[src/assert_macros.svh]
// ---------------------------------------------------------------------------
// assert_macros.svh
// Concurrent assertion wrappers shared by the command queue modules.
// ---------------------------------------------------------------------------
`ifndef ASSERT_MACROS_SVH
`define ASSERT_MACROS_SVH

// Checked on every clk edge outside reset.
`define CCQ_ASSERT(lbl, prop) \
  lbl: assert property (@(posedge clk) disable iff (!rst_n) (prop)) \
    else $error("ccq assertion failed");

// Checked on every clk edge, reset included.
`define CCQ_ASSERT_ALWAYS(lbl, prop) \
  lbl: assert property (@(posedge clk) (prop)) \
    else $error("ccq assertion failed");

`endif

[src/ccq_pkg.sv]
// ---------------------------------------------------------------------------
// ccq_pkg
// Types and constants of the coalescing command queue.
// ---------------------------------------------------------------------------
package ccq_pkg;

  localparam int QUEUE_DEPTH_DEF = 10;

  localparam logic [7:0] ACK_OP        = 8'h09;
  localparam logic [7:0] ADDR_POLL_OP  = 8'h01;
  localparam logic [7:0] COUNT_POLL_OP = 8'h04;
  localparam logic [2:0] ACK_LEN        = 3'd2;
  localparam logic [2:0] ADDR_POLL_LEN  = 3'd2;
  localparam logic [2:0] COUNT_POLL_LEN = 3'd1;
  localparam logic [3:0] RETRY_SAT      = 4'd15;

  localparam logic [7:0] RETRY_TICKS_RST  = 8'd5;
  localparam logic [3:0] MAX_RETRIES_RST  = 4'd4;
  localparam logic [7:0] ADDR_PERIOD_RST  = 8'd200;
  localparam logic [7:0] COUNT_PERIOD_RST = 8'd100;

  localparam int NUM_JOBS = 5;

  typedef enum logic [1:0] {
    REQ_TICK = 2'd0,
    REQ_ENQ  = 2'd1,
    REQ_RESP = 2'd2,
    REQ_ACK  = 2'd3
  } req_t;

  typedef enum logic [1:0] {
    CFG_RETRY_TICKS  = 2'd0,
    CFG_MAX_RETRIES  = 2'd1,
    CFG_ADDR_PERIOD  = 2'd2,
    CFG_COUNT_PERIOD = 2'd3
  } cfg_idx_t;

  // Pending enqueue jobs, bit position in the controller's job mask.
  typedef enum logic [2:0] {
    JOB_ITEM  = 3'd0,
    JOB_ADDR0 = 3'd1,
    JOB_ADDR1 = 3'd2,
    JOB_CNT0  = 3'd3,
    JOB_CNT1  = 3'd4
  } job_sel_t;

  typedef enum logic [1:0] {
    ST_IDLE,
    ST_EXEC,
    ST_LOAD,
    ST_SCAN
  } state_t;

  typedef struct packed {
    logic       side;
    logic [2:0] len;
    logic [7:0] a3;
    logic [7:0] a2;
    logic [7:0] a1;
    logic [7:0] op;
  } entry_t;

  typedef struct packed {
    logic       capture;
    logic       exec;
    logic       load_job;
    job_sel_t   job_sel;
    logic       scan_step;
  } ctrl_cmd_t;

  typedef struct packed {
    req_t req;
    logic out_busy;
    logic fire_addr;
    logic fire_count;
  } dp_status_t;

endpackage

[src/coalescing_command_queue_retry.sv]
// ---------------------------------------------------------------------------
// coalescing_command_queue_retry
// Coalescing outgoing command queue with retry timer and periodic polls.
// ---------------------------------------------------------------------------
//
//  channel | dir | handshake          | payload
//  --------+-----+--------------------+-------------------------------------
//  in      | in  | in_tvalid/tready   | tuser req_type, tdata command+status
//  out     | out | out_tvalid/tready  | tuser msg_kind, tdata message
//  cfg     | in  | cfg_valid/ready    | cfg_index, cfg_data
//
//  An ack or response beat is accepted and executed; an enqueue beat also
//  rotates the queue once through the slot compare at the head; a tick
//  does so once per fired poll command, up to 4 of them.
//  Reset clears the queue and all control state at once, no clearing pass.
//  A finished beat waits in the output register while the next input beat
//  is taken; any tick or response stalls until that register drains, an
//  enqueue or ack runs regardless.
//  cfg is always ready.
// ---------------------------------------------------------------------------
module coalescing_command_queue_retry
  import ccq_pkg::*;
#(
  parameter int QUEUE_DEPTH = QUEUE_DEPTH_DEF
) (
  input  logic        clk,
  input  logic        rst_n,
  // input beats
  input  logic        in_tvalid,
  output logic        in_tready,
  input  logic [1:0]  in_tuser,   // req_type
  input  logic [47:0] in_tdata,   // opcode, arg_one, arg_two, arg_three,
                                  // send_len, side, resp_status, zero pad
  // result beats
  output logic        out_tvalid,
  input  logic        out_tready,
  output logic        out_tuser,  // msg_kind
  output logic [39:0] out_tdata,  // out_opcode, out_arg_one, out_arg_two,
                                  // out_arg_three, out_len, out_side, zero pad
  // register writes
  input  logic        cfg_valid,
  output logic        cfg_ready,
  input  logic [1:0]  cfg_index,
  input  logic [7:0]  cfg_data
);

  ctrl_cmd_t  cmd;
  dp_status_t status;

  // registers are plain flops, a write never stalls
  assign cfg_ready = 1'b1;

  // controller: accept, execute, and one queue rotation per pending enqueue
  ccq_ctrl #(
    .QUEUE_DEPTH (QUEUE_DEPTH)
  ) u_ctrl (
    .clk       (clk),
    .rst_n     (rst_n),
    .in_tvalid (in_tvalid),
    .in_tready (in_tready),
    .status    (status),
    .cmd       (cmd)
  );

  // datapath: queue shift line, timer, poll counters, output register
  ccq_datapath #(
    .QUEUE_DEPTH (QUEUE_DEPTH)
  ) u_dp (
    .clk        (clk),
    .rst_n      (rst_n),
    .in_tuser   (in_tuser),
    .in_tdata   (in_tdata),
    .cfg_valid  (cfg_valid),
    .cfg_index  (cfg_index),
    .cfg_data   (cfg_data),
    .cmd        (cmd),
    .status     (status),
    .out_tvalid (out_tvalid),
    .out_tready (out_tready),
    .out_tuser  (out_tuser),
    .out_tdata  (out_tdata)
  );

endmodule

[src/ccq_ctrl.sv]
// ---------------------------------------------------------------------------
// ccq_ctrl
// Sequencer: accept, execute, then one rotation pass per pending enqueue.
// ---------------------------------------------------------------------------
`include "assert_macros.svh"

module ccq_ctrl
  import ccq_pkg::*;
#(
  parameter int QUEUE_DEPTH = QUEUE_DEPTH_DEF
) (
  input  logic       clk,
  input  logic       rst_n,
  input  logic       in_tvalid,
  output logic       in_tready,
  input  dp_status_t status,
  output ctrl_cmd_t  cmd
);

  localparam int CW = $clog2(QUEUE_DEPTH);
  localparam logic [CW-1:0] LAST = CW'(QUEUE_DEPTH - 1);

  state_t              state_r, state_nxt;
  logic [NUM_JOBS-1:0] mask_r, mask_nxt;
  logic [CW-1:0]       cnt_r, cnt_nxt;

  always_ff @(posedge clk) begin
    if (!rst_n) begin
      state_r <= ST_IDLE;
      mask_r  <= '0;
      cnt_r   <= '0;
    end else begin
      state_r <= state_nxt;
      mask_r  <= mask_nxt;
      cnt_r   <= cnt_nxt;
    end
  end

  always_comb begin
    logic picked;
    picked    = 1'b0;
    state_nxt = state_r;
    mask_nxt  = mask_r;
    cnt_nxt   = cnt_r;
    in_tready = 1'b0;
    cmd       = '{capture: 1'b0, exec: 1'b0, load_job: 1'b0,
                  job_sel: JOB_ITEM, scan_step: 1'b0};
    unique case (state_r)
      ST_IDLE: begin
        in_tready = 1'b1;
        if (in_tvalid) begin
          cmd.capture = 1'b1;
          state_nxt   = ST_EXEC;
        end
      end
      ST_EXEC: begin
        // tick and response may load the output register
        if (!status.out_busy || status.req == REQ_ENQ || status.req == REQ_ACK) begin
          cmd.exec = 1'b1;
          mask_nxt = '0;
          if (status.req == REQ_ENQ) begin
            mask_nxt[JOB_ITEM] = 1'b1;
          end
          if (status.req == REQ_TICK) begin
            mask_nxt[JOB_ADDR0] = status.fire_addr;
            mask_nxt[JOB_ADDR1] = status.fire_addr;
            mask_nxt[JOB_CNT0]  = status.fire_count;
            mask_nxt[JOB_CNT1]  = status.fire_count;
          end
          state_nxt = ST_LOAD;
        end
      end
      ST_LOAD: begin
        if (mask_r == '0) begin
          state_nxt = ST_IDLE;
        end else begin
          for (int i = 0; i < NUM_JOBS; i++) begin
            if (mask_r[i] && !picked) begin
              picked      = 1'b1;
              cmd.job_sel = job_sel_t'(3'(i));
              mask_nxt[i] = 1'b0;
            end
          end
          cmd.load_job = 1'b1;
          cnt_nxt      = '0;
          state_nxt    = ST_SCAN;
        end
      end
      ST_SCAN: begin
        cmd.scan_step = 1'b1;
        if (cnt_r == LAST) begin
          state_nxt = ST_LOAD;
        end else begin
          cnt_nxt = cnt_r + 1'b1;
        end
      end
      default: state_nxt = ST_IDLE;
    endcase
  end

  `CCQ_ASSERT_ALWAYS(a_reset_idle, !rst_n |=> state_r == ST_IDLE)
  `CCQ_ASSERT(a_idle_no_jobs, state_r == ST_IDLE |-> mask_r == '0)
  `CCQ_ASSERT(a_accept_exec, in_tvalid && in_tready |=> state_r == ST_EXEC)

endmodule

[src/ccq_datapath.sv]
// ---------------------------------------------------------------------------
// ccq_datapath
// Queue shift line, retry timer, poll counters, config and output register.
// ---------------------------------------------------------------------------
`include "assert_macros.svh"

module ccq_datapath
  import ccq_pkg::*;
#(
  parameter int QUEUE_DEPTH = QUEUE_DEPTH_DEF
) (
  input  logic       clk,
  input  logic       rst_n,
  input  logic [1:0]  in_tuser,
  input  logic [47:0] in_tdata,
  input  logic       cfg_valid,
  input  logic [1:0]  cfg_index,
  input  logic [7:0]  cfg_data,
  input  ctrl_cmd_t  cmd,
  output dp_status_t status,
  output logic       out_tvalid,
  input  logic       out_tready,
  output logic       out_tuser,
  output logic [39:0] out_tdata
);

  // captured item
  req_t       req_r, req_nxt;
  entry_t     ient_r, ient_nxt;
  logic [7:0] rstat_r, rstat_nxt;

  entry_t q_r   [QUEUE_DEPTH];
  entry_t q_nxt [QUEUE_DEPTH];

  logic       so_r, so_nxt;
  logic       tr_r, tr_nxt;
  logic [7:0] wc_r, wc_nxt;
  logic [3:0] rc_r, rc_nxt;
  logic [7:0] ac_r, ac_nxt;
  logic [7:0] cc_r, cc_nxt;

  logic [7:0] retry_ticks_r;
  logic [3:0] max_retries_r;
  logic [7:0] addr_period_r;
  logic [7:0] count_period_r;

  entry_t job_r, job_nxt;
  logic   found_r, found_nxt;

  logic   out_valid_r, out_valid_nxt;
  logic   out_kind_r, out_kind_nxt;
  entry_t out_ent_r, out_ent_nxt;

  logic [7:0] ac_dec, cc_dec;
  logic       exec_tick;

  assign ac_dec    = (ac_r != 8'd0) ? ac_r - 8'd1 : ac_r;
  assign cc_dec    = (cc_r != 8'd0) ? cc_r - 8'd1 : cc_r;
  assign exec_tick = cmd.exec && (req_r == REQ_TICK);

  assign status = '{req: req_r, out_busy: out_valid_r && !out_tready,
                    fire_addr: ac_dec == 8'd0, fire_count: cc_dec == 8'd0};

  assign out_tvalid = out_valid_r;
  assign out_tuser  = out_kind_r;
  assign out_tdata  = {4'b0000, out_ent_r};

  always_ff @(posedge clk) begin
    if (!rst_n) begin
      retry_ticks_r  <= RETRY_TICKS_RST;
      max_retries_r  <= MAX_RETRIES_RST;
      addr_period_r  <= ADDR_PERIOD_RST;
      count_period_r <= COUNT_PERIOD_RST;
    end else if (cfg_valid) begin
      unique case (cfg_idx_t'(cfg_index))
        CFG_RETRY_TICKS:  retry_ticks_r  <= cfg_data;
        CFG_MAX_RETRIES:  max_retries_r  <= cfg_data[3:0];
        CFG_ADDR_PERIOD:  addr_period_r  <= cfg_data;
        CFG_COUNT_PERIOD: count_period_r <= cfg_data;
        default: ;
      endcase
    end
  end

  always_ff @(posedge clk) begin
    if (!rst_n) begin
      for (int k = 0; k < QUEUE_DEPTH; k++) begin
        q_r[k] <= '0;
      end
      so_r        <= 1'b0;
      tr_r        <= 1'b0;
      wc_r        <= '0;
      rc_r        <= '0;
      ac_r        <= '0;
      cc_r        <= '0;
      found_r     <= 1'b0;
      out_valid_r <= 1'b0;
    end else begin
      for (int k = 0; k < QUEUE_DEPTH; k++) begin
        q_r[k] <= q_nxt[k];
      end
      so_r        <= so_nxt;
      tr_r        <= tr_nxt;
      wc_r        <= wc_nxt;
      rc_r        <= rc_nxt;
      ac_r        <= ac_nxt;
      cc_r        <= cc_nxt;
      found_r     <= found_nxt;
      out_valid_r <= out_valid_nxt;
    end
  end

  always_ff @(posedge clk) begin
    req_r      <= req_nxt;
    ient_r     <= ient_nxt;
    rstat_r    <= rstat_nxt;
    job_r      <= job_nxt;
    out_kind_r <= out_kind_nxt;
    out_ent_r  <= out_ent_nxt;
  end

  always_comb begin
    logic       send;
    logic       so1;
    logic       tr1;
    logic [7:0] wc1;
    logic [3:0] rc1;
    logic       hit;
    send = 1'b0;
    so1  = so_r;
    tr1  = tr_r;
    wc1  = wc_r;
    rc1  = rc_r;
    hit  = 1'b0;

    req_nxt       = req_r;
    ient_nxt      = ient_r;
    rstat_nxt     = rstat_r;
    for (int k = 0; k < QUEUE_DEPTH; k++) begin
      q_nxt[k] = q_r[k];
    end
    so_nxt        = so_r;
    tr_nxt        = tr_r;
    wc_nxt        = wc_r;
    rc_nxt        = rc_r;
    ac_nxt        = ac_r;
    cc_nxt        = cc_r;
    job_nxt       = job_r;
    found_nxt     = found_r;
    out_valid_nxt = out_valid_r && !out_tready;
    out_kind_nxt  = out_kind_r;
    out_ent_nxt   = out_ent_r;

    if (cmd.capture) begin
      req_nxt   = req_t'(in_tuser);
      ient_nxt  = entry_t'(in_tdata[35:0]);
      rstat_nxt = in_tdata[43:36];
    end

    if (cmd.exec) begin
      unique case (req_r)
        REQ_TICK: begin
          send = !so_r && (q_r[0].op != 8'd0);
          if (send) begin
            out_valid_nxt = 1'b1;
            out_kind_nxt  = 1'b0;
            out_ent_nxt   = q_r[0];
            so1 = 1'b1;
            wc1 = retry_ticks_r;
            tr1 = 1'b1;
          end
          if (tr1) begin
            if (wc1 != 8'd0) begin
              wc1 = wc1 - 8'd1;
            end
            if (wc1 == 8'd0) begin
              so1 = 1'b0;
              if (rc1 != RETRY_SAT) begin
                rc1 = rc1 + 4'd1;
              end
            end
          end
          // too many retries: drop the head
          if (rc1 > max_retries_r) begin
            for (int k = 0; k < QUEUE_DEPTH - 1; k++) begin
              q_nxt[k] = q_r[k+1];
            end
            q_nxt[QUEUE_DEPTH-1] = '0;
            so1 = 1'b0;
            rc1 = '0;
            tr1 = 1'b0;
          end
          so_nxt = so1;
          tr_nxt = tr1;
          wc_nxt = wc1;
          rc_nxt = rc1;
          ac_nxt = (ac_dec == 8'd0) ? addr_period_r : ac_dec;
          cc_nxt = (cc_dec == 8'd0) ? count_period_r : cc_dec;
        end
        REQ_RESP: begin
          tr_nxt = 1'b0;
          if (rstat_r != ACK_OP) begin
            if (rstat_r != 8'd0) begin
              out_valid_nxt = 1'b1;
              out_kind_nxt  = 1'b1;
              out_ent_nxt   = '{side: q_r[0].side, len: ACK_LEN, a3: 8'd0,
                                a2: 8'd0, a1: rstat_r, op: ACK_OP};
            end
            for (int k = 0; k < QUEUE_DEPTH - 1; k++) begin
              q_nxt[k] = q_r[k+1];
            end
            q_nxt[QUEUE_DEPTH-1] = '0;
            so_nxt = 1'b0;
          end
        end
        REQ_ACK: tr_nxt = 1'b0;
        default: ;
      endcase
    end

    if (cmd.load_job) begin
      found_nxt = 1'b0;
      case (cmd.job_sel)
        JOB_ADDR0: job_nxt = '{side: 1'b0, len: ADDR_POLL_LEN, a3: 8'd0, a2: 8'd0,
                               a1: 8'd0, op: ADDR_POLL_OP};
        JOB_ADDR1: job_nxt = '{side: 1'b1, len: ADDR_POLL_LEN, a3: 8'd0, a2: 8'd0,
                               a1: 8'd0, op: ADDR_POLL_OP};
        JOB_CNT0:  job_nxt = '{side: 1'b0, len: COUNT_POLL_LEN, a3: 8'd0, a2: 8'd0,
                               a1: 8'd0, op: COUNT_POLL_OP};
        JOB_CNT1:  job_nxt = '{side: 1'b1, len: COUNT_POLL_LEN, a3: 8'd0, a2: 8'd0,
                               a1: 8'd0, op: COUNT_POLL_OP};
        default:   job_nxt = ient_r;
      endcase
    end

    // one full rotation; the first empty or same-key slot passing the head takes the job
    if (cmd.scan_step) begin
      hit = !found_r && ((q_r[0].op == 8'd0) ||
                         (q_r[0].op == job_r.op && q_r[0].side == job_r.side));
      for (int k = 0; k < QUEUE_DEPTH - 1; k++) begin
        q_nxt[k] = q_r[k+1];
      end
      q_nxt[QUEUE_DEPTH-1] = hit ? job_r : q_r[0];
      if (hit) begin
        found_nxt = 1'b1;
      end
    end
  end

  `CCQ_ASSERT(a_retry_bound, exec_tick |=> rc_r <= $past(max_retries_r))

endmodule

[config.mk]
export PLATFORM = sky130hd
export DESIGN_NAME = coalescing_command_queue_retry
export DESIGN_NICKNAME = d
export VERILOG_FILES = /design/src/ccq_pkg.sv /design/src/coalescing_command_queue_retry.sv /design/src/ccq_ctrl.sv /design/src/ccq_datapath.sv
export VERILOG_INCLUDE_DIRS = /design/src /design/src/src
export SDC_FILE = /design/constraint.sdc
export NUM_CORES = 1
export LEC_CHECK = 0
export BUFFER_PORTS_ARGS = -buffer_cell sky130_fd_sc_hd__buf_2
export CAP_MARGIN = 20
export CORE_MARGIN = 8
export CORE_UTILIZATION = 36
export CTS_CLUSTER_SIZE = 24
export DETAILED_ROUTE_END_ITERATION = 10
export PLACE_DENSITY = 0.6
export REMOVE_ABC_BUFFERS = 1
export SLEW_MARGIN = 20
export SYNTH_ARGS = -nofsm -noshare
export SYNTH_HDL_FRONTEND = slang
export SYNTH_SLANG_ARGS = --single-unit
[constraint.sdc]
create_clock -name clk -period 5 [get_ports clk]
set_input_delay 0 -clock clk [delete_from_list [all_inputs] [get_ports clk]]
set_output_delay 0 -clock clk [all_outputs]
set_load 0.005 [all_outputs]
Word-level counts from Yosys, hierarchy flattened
Memory sizes are Yosys's and may differ from the RTL's.
Index checks and enable logic that the tools add are counted.
{"block": "classes", "addsub": 5, "mul": 0, "magnitude_cmp": 1, "muxes": 105, "eq_ne": 30, "bitwise": 10, "n_reduce_logical": 52, "n_div": 0, "shifts": 0}
{"op": "360-bit 2-to-1 mux", "count": 4}
{"op": "360-bit case mux with 2 select lines", "count": 1}
{"op": "36-bit 2-to-1 mux", "count": 14}
{"op": "36-bit case mux with 4 select lines", "count": 1}
{"op": "8-bit 2-to-1 mux", "count": 12}
{"op": "36-bit case mux with 2 select lines", "count": 1}
{"op": "1-bit 2-to-1 mux", "count": 45}
{"op": "4-bit 2-to-1 mux", "count": 11}
{"op": "8-bit nonzero test", "count": 5}
{"op": "8-bit logical NOT", "count": 4}
{"op": "8-bit by 1-bit subtractor with 8-bit output, second input constant", "count": 3}
{"op": "2-bit by 1-bit != test with 1-bit output, second input constant", "count": 9}
{"op": "4-bit AND reduction", "count": 4}
{"op": "2-bit == test, second input constant", "count": 6}
{"op": "2-bit 2-to-1 mux", "count": 6}
{"op": "2-bit AND reduction", "count": 6}
{"op": "3-bit AND reduction", "count": 4}
{"op": "5-bit 2-to-1 mux", "count": 2}
{"op": "1-bit OR", "count": 10}
{"op": "5-bit case mux with 2 select lines", "count": 1}
{"op": "4-bit by 1-bit adder with 4-bit output, second input constant", "count": 2}
{"op": "8-bit == test", "count": 1}
{"op": "1-bit logical AND", "count": 8}
{"op": "1-bit logical NOT", "count": 8}
{"op": "20 further kinds", "count": 35}
{"block": "word_totals", "out_inout_bits": 44, "rom_bits": 0, "register_bits": 190, "wordCells": 244, "latchBits": 0, "ram_bits": 360, "mem_count": 1, "inputBits": 65}
{"memory": "u_dp.q_r", "words": 10, "width": 36, "rd": 10, "rd_clocked_by_memory_dff": 0, "wr": 10, "line_no": "ccq_datapath.sv:32", "text": "entry_t q_r [QUEUE_DEPTH];"}

Longest topological paths before layout
{"block": "logic_depth", "depth_word": 26, "depth_mapped": 25, "mapped_depth_nobuf": 20}

Cells and area by module
Synthesis repeated with hierarchy kept, for this count alone.
{"block": "hier_totals", "hier_cells": 2445, "hier_area_um2": 22321.4}
{"mod": "ccq_datapath", "area_each_um2": 21581.9, "seq_area_each_um2": 11981.5, "cells_per_inst": 2354, "instances": 1}
{"mod": "ccq_ctrl", "area_each_um2": 728.2, "seq_area_each_um2": 220.2, "cells_per_inst": 89, "instances": 1}
{"mod": "coalescing_command_queue_retry", "area_each_um2": 11.3, "seq_area_each_um2": 0.0, "cells_per_inst": 2, "instances": 1}

Worst setup path before layout
OpenSTA, ideal clock, no wires.
{"block": "synth_timing", "path_type": "reg-to-reg", "start": "memory u_dp.q_r[0][1] in the netlist's numbering", "end": "memory u_dp.q_r[0][240] in the netlist's numbering", "path_buffers": 5, "setup_time_ns": 0.116, "synth_period_minus_slack_ns": 5.352, "t_required_ns": 4.884, "arrival_time_ns": 5.236, "path_slack_ns": -0.352, "path_stages_with_launch": 26, "path_cell_list": "dfxtp_1 -> nor4_4 -> a21oi_4 -> buf_6 -> buf_1 -> mux2i_1 -> ha_1 -> nand2_1 -> mux2_2 -> mux2i_1 -> o22ai_1 -> nand3_2 -> nor4_4 -> mux2_1 -> ha_1 -> nor2b_1 -> o21a_1 -> o21a_1 -> o21ai_0 -> nand2b_1 -> a21oi_1 -> buf_2 -> buf_2 -> buf_2 -> mux2i_1 -> nor2b_1"}
{"element": "start, declared", "line_no": "ccq_datapath.sv:32"}

==> flow_metrics.tcl <==
set metrics [dict create \
    clockBufferDepth 3 \
    period_share_pct 99.92 \
    grt-ovfl-total 0 \
    slew_headroom_pct 28.06 \
    yosysUniqueCellTypes 69 \
    fin_worst_skew_ns 0.02997 \
    ios 109 \
    clk_pin_slew_ns 0.06 \
    via_per_inst 4.663 \
    synthCells 1991 \
    critPathKind "flop to flop" \
    p_leak_nw 12.34 \
    power_mw 9.791 \
    fin_ws_ns 0.003887 \
    cts_buffers 57 \
    layout-drive-gt1-share_pct 15.28 \
    dr_total_vias 14370 \
    rows 91 \
    clk_latency_ns 0.62 \
    clock.fmax_mhz 200.2 \
    pre_cts_slack_ns -0.3923 \
    wl_per_cell_microns 15.28 \
    die_w_microns 265.6 \
    synth_area_per_cell_sq_um 11.26 \
    arrival_ns 5.50 \
    ir_drop_mv 0.2646 \
    worstHoldPathType "primary input to flop" \
    synth_top_flop_cell "dfxtp_1" \
    clock_power_share_pct 44.1 \
    grt_pass1_wl_microns 74350 \
    ys.warnings.count 0 \
    power_frac_comb_pct 8.1 \
    synth-edff-count 119 \
    min_period_ns 4.996 \
    crit_path_start_kind "flop" \
    synth_area_leaders "dfxtp_1 (38%), mux2i_1 (18%), edfxtp_1 (16%)" \
    setup_viol 0 \
    async_reset_ff_share_pct 0 \
    p_int_mw 7.595 \
    die_area_sq_um 70540 \
    track_usage_pct 12.71 \
    status "complete, no violations" \
    drtIter0Drc 660 \
    post-route-util_pct 44.79 \
    hpwlAfterDp_microns 28220 \
    p_per_area_nw_per_um2 354.9 \
    die_h_microns 265.6 \
    power.share.sequential_pct 47.7 \
    placed_cells 2877 \
    finalNonFillerCells 3082 \
    synth_seq_cells 550 \
    design_area_sq_um 27590 \
    htreeDepth 2 \
    place_area_sq_um 24080 \
    syn_to_final_growth_pct 23.04 \
    cts_tree "yes" \
    critPathMaxFanout 6 \
    port_buffers 99 \
    drt_wl_total_microns 47090 \
    power.switching_mw 2.196 \
    antenna_found_initial 0 \
    drtAntennaViolNets 0 \
    core_area_sq_um 61600 \
    ff2ff_setup_slack_ns 0.004 \
    report.final.slew_viol_count 0 \
    grt_pass1_vias 14253 \
    finalHoldViolations 0 \
    grt_max_degree 275 \
    critPathRequiredTime_ns 5.50 \
    start_util_pct 36.41 \
    final.setup.tns_ns 0 \
    synth_seq_area_share_pct 54.41 \
    place_congestion 0.8570 \
    synth.top_cell.area_share_pct 38.48 \
    fin_hold_ws_ns 0.05710 \
    drc 0 \
    first_pass_iters 5 \
    synth.largest_area_cell "dfxtp_1" \
    syn-cell-area_sq_um 22430 \
    max_cap_violations 0 \
    worst_pin_slew_ns 1.079 \
    antenna_cells 0 \
    cts_sinks 550 \
    cts-root-buf "clkbuf_16" \
    rsz0062_at_grt "yes" \
    endpoint_kind "flop" \
    final_nets 2273 \
    netSwitchingFraction_pct 22.43 \
]
[critical path, stage by stage, from the launching register on]
cell	delay [ns]
dfxtp_2	0.34
nor4_4	0.27
buf_4	0.18
a21oi_4	0.08
mux2i_2	0.23
ha_2	0.26
nand2_2	0.09
mux2_4	0.30
mux2i_1	0.12
o22ai_1	0.22
nand3_2	0.16
or3b_4	0.43
mux2_4	0.33
ha_4	0.22
o21a_1	0.09
o21a_1	0.19
o21ai_2	0.18
buf_6	0.13
nand2b_4	0.06
a21oi_4	0.17
buf_12	0.16
buf_12	0.12
clkbuf_16	0.16
buf_12	0.13
mux2i_1	0.19
nor2b_1	0.08
[cell type report]
type	instances	area (sq um)
Multi-Input combinational cell	1309	9723
Sequential cell	550	12210
Timing Repair Buffer	265	2610
Fill cell	5645	34010
Tap cell	837	1047
Clock buffer	90	1725
Clock inverter	18	225.2
Inverter	13	48.80
[power groups by stage]
| stage | Clock (mW) | Combinational, mW | Sequential, mW |
|---|---|---|---|
| 6_report | 4.32 | 0.796 | 4.67 |
| 5_1_grt | 4.65 | 0.860 | 4.68 |
| 4_1_cts | 4.47 | 0.739 | 4.67 |
| 3_5_place_dp | 0 | 0.661 | 4.77 |
| 3_3_place_gp | 0 | 0.650 | 4.77 |
| 2_1_floorplan | 0 | 0.809 | 4.75 |
[cells by family (layout without fill, tap and decap cells)]
| group | count (synthesis) | count (layout) | synth area share (%) |
|---|---|---|---|
| mux | 413 | 413 | 18.71 |
| fa+ha+maj | 12 | 12 | 0.6695 |
| simple gates | 712 | 712 | 18.41 |
| flops | 550 | 550 | 54.41 |
| buf+inv | 135 | 386 | 2.901 |
| other cells | 2 | 5 | 0.03349 |
| xor+xnor | 19 | 19 | 0.7421 |
| compound gates | 148 | 148 | 4.123 |
[metal layers]
layer / GRT usage, % / up-vias / wire length, microns
met5: 0 / - / 0
met4: 3.208 / 0 / 839
met3: 2.798 / 66 / 1941
met2: 20.70 / 222 / 21730
met1: 17.05 / 6857 / 22580
li1: - / 7225 / -
[cells in the final DEF, fill, tap and decap left out, types with 6 or more instances in the layout]
cell / synthesis / layout
a21boi_0: 9 / 9
a21oi_1: 59 / 56
a22oi_1: 6 / 6
a31oi_1: 7 / 7
and2_1: 32 / 31
buf_12: 0 / 19
buf_16: 0 / 7
buf_2: 22 / 98
buf_4: 29 / 46
buf_8: 0 / 9
clkbuf_1: 67 / 20
clkbuf_16: 0 / 74
clkbuf_8: 0 / 10
clkinv_2: 0 / 7
dfxtp_1: 431 / 423
dfxtp_2: 0 / 8
dlygate4sd3_1: 0 / 67
edfxtp_1: 119 / 119
ha_1: 12 / 9
inv_1: 13 / 12
mux2_2: 10 / 9
mux2i_1: 395 / 391
nand2_1: 77 / 75
nand2b_1: 12 / 10
nand3_1: 15 / 15
nand3b_1: 6 / 6
nor2_1: 84 / 82
nor2b_1: 420 / 419
nor3_1: 15 / 15
nor4_1: 8 / 8
o21a_1: 8 / 8
o21ai_0: 28 / 27
or3_1: 7 / 7
xnor2_1: 9 / 9
xor2_1: 10 / 10
[repair_timing]
| action | 4_1_cts | 5_1_grt |
|---|---|---|
| resized for setup | 41 | 43 |
| buffers inserted | 4 | 9 |
| hold buffers | 67 | 0 |
| endpoints found under the hold margin | 77 | 0 |
| gates cloned | 3 | 14 |
| pin swaps | 2 | 7 |
| setup endpoints to repair | 360 | 364 |
[sequential cells by signal, indices dropped and copies added, names as in the netlist, 5 cells and up]
name and cells:
u_dp.retry_ticks_r 8, u_dp.addr_period_r 8, u_dp.wc_r 8, u_dp.ient_r 36
u_dp.job_r 36, u_dp.rstat_r 8, u_dp.q_r 360, u_dp.cc_r 8
u_dp.out_tdata 36, u_dp.ac_r 8, u_ctrl.mask_r 5, u_dp.count_period_r 8
[cell usage after synthesis (3+ instances only)]
cell / count
o31a_1: 3
nor3b_1: 5
mux2_2: 10
nand3b_1: 6
mux2i_1: 395
xor2_1: 10
ha_1: 12
and2_1: 32
nor2b_1: 420
buf_4: 29
nor2_1: 84
edfxtp_1: 119
nor3_1: 15
nand4_1: 5
buf_2: 22
dfxtp_1: 431
buf_1: 3
a31oi_1: 7
nand2b_1: 12
mux2_1: 3
nor4_1: 8
inv_1: 13
clkbuf_1: 67
and4b_1: 3
o21a_1: 8
or3_1: 7
o211a_1: 4
o21ai_0: 28
and3_1: 4
nand2_1: 77
nor4_4: 3
a21boi_0: 9
xnor2_1: 9
nand3_1: 15
a21oi_1: 59
a22oi_1: 6
o21ai_1: 5
[final timing paths]
| kind | from | end | cells past startpoint |
|---|---|---|---|
| setup / recovery | u_dp.q_r[0][4] | u_dp.q_r[0][311] | 25 |
| hold / removal | rst_n | u_dp.wc_r[0] | 2 |
| setup reg to reg | u_dp.q_r[0][4] | u_dp.q_r[0][311] | 25 |
| hold reg to reg | u_dp.count_period_r[1] | u_dp.count_period_r[1] | 2 |
Power figures use the tool's default switching activity.
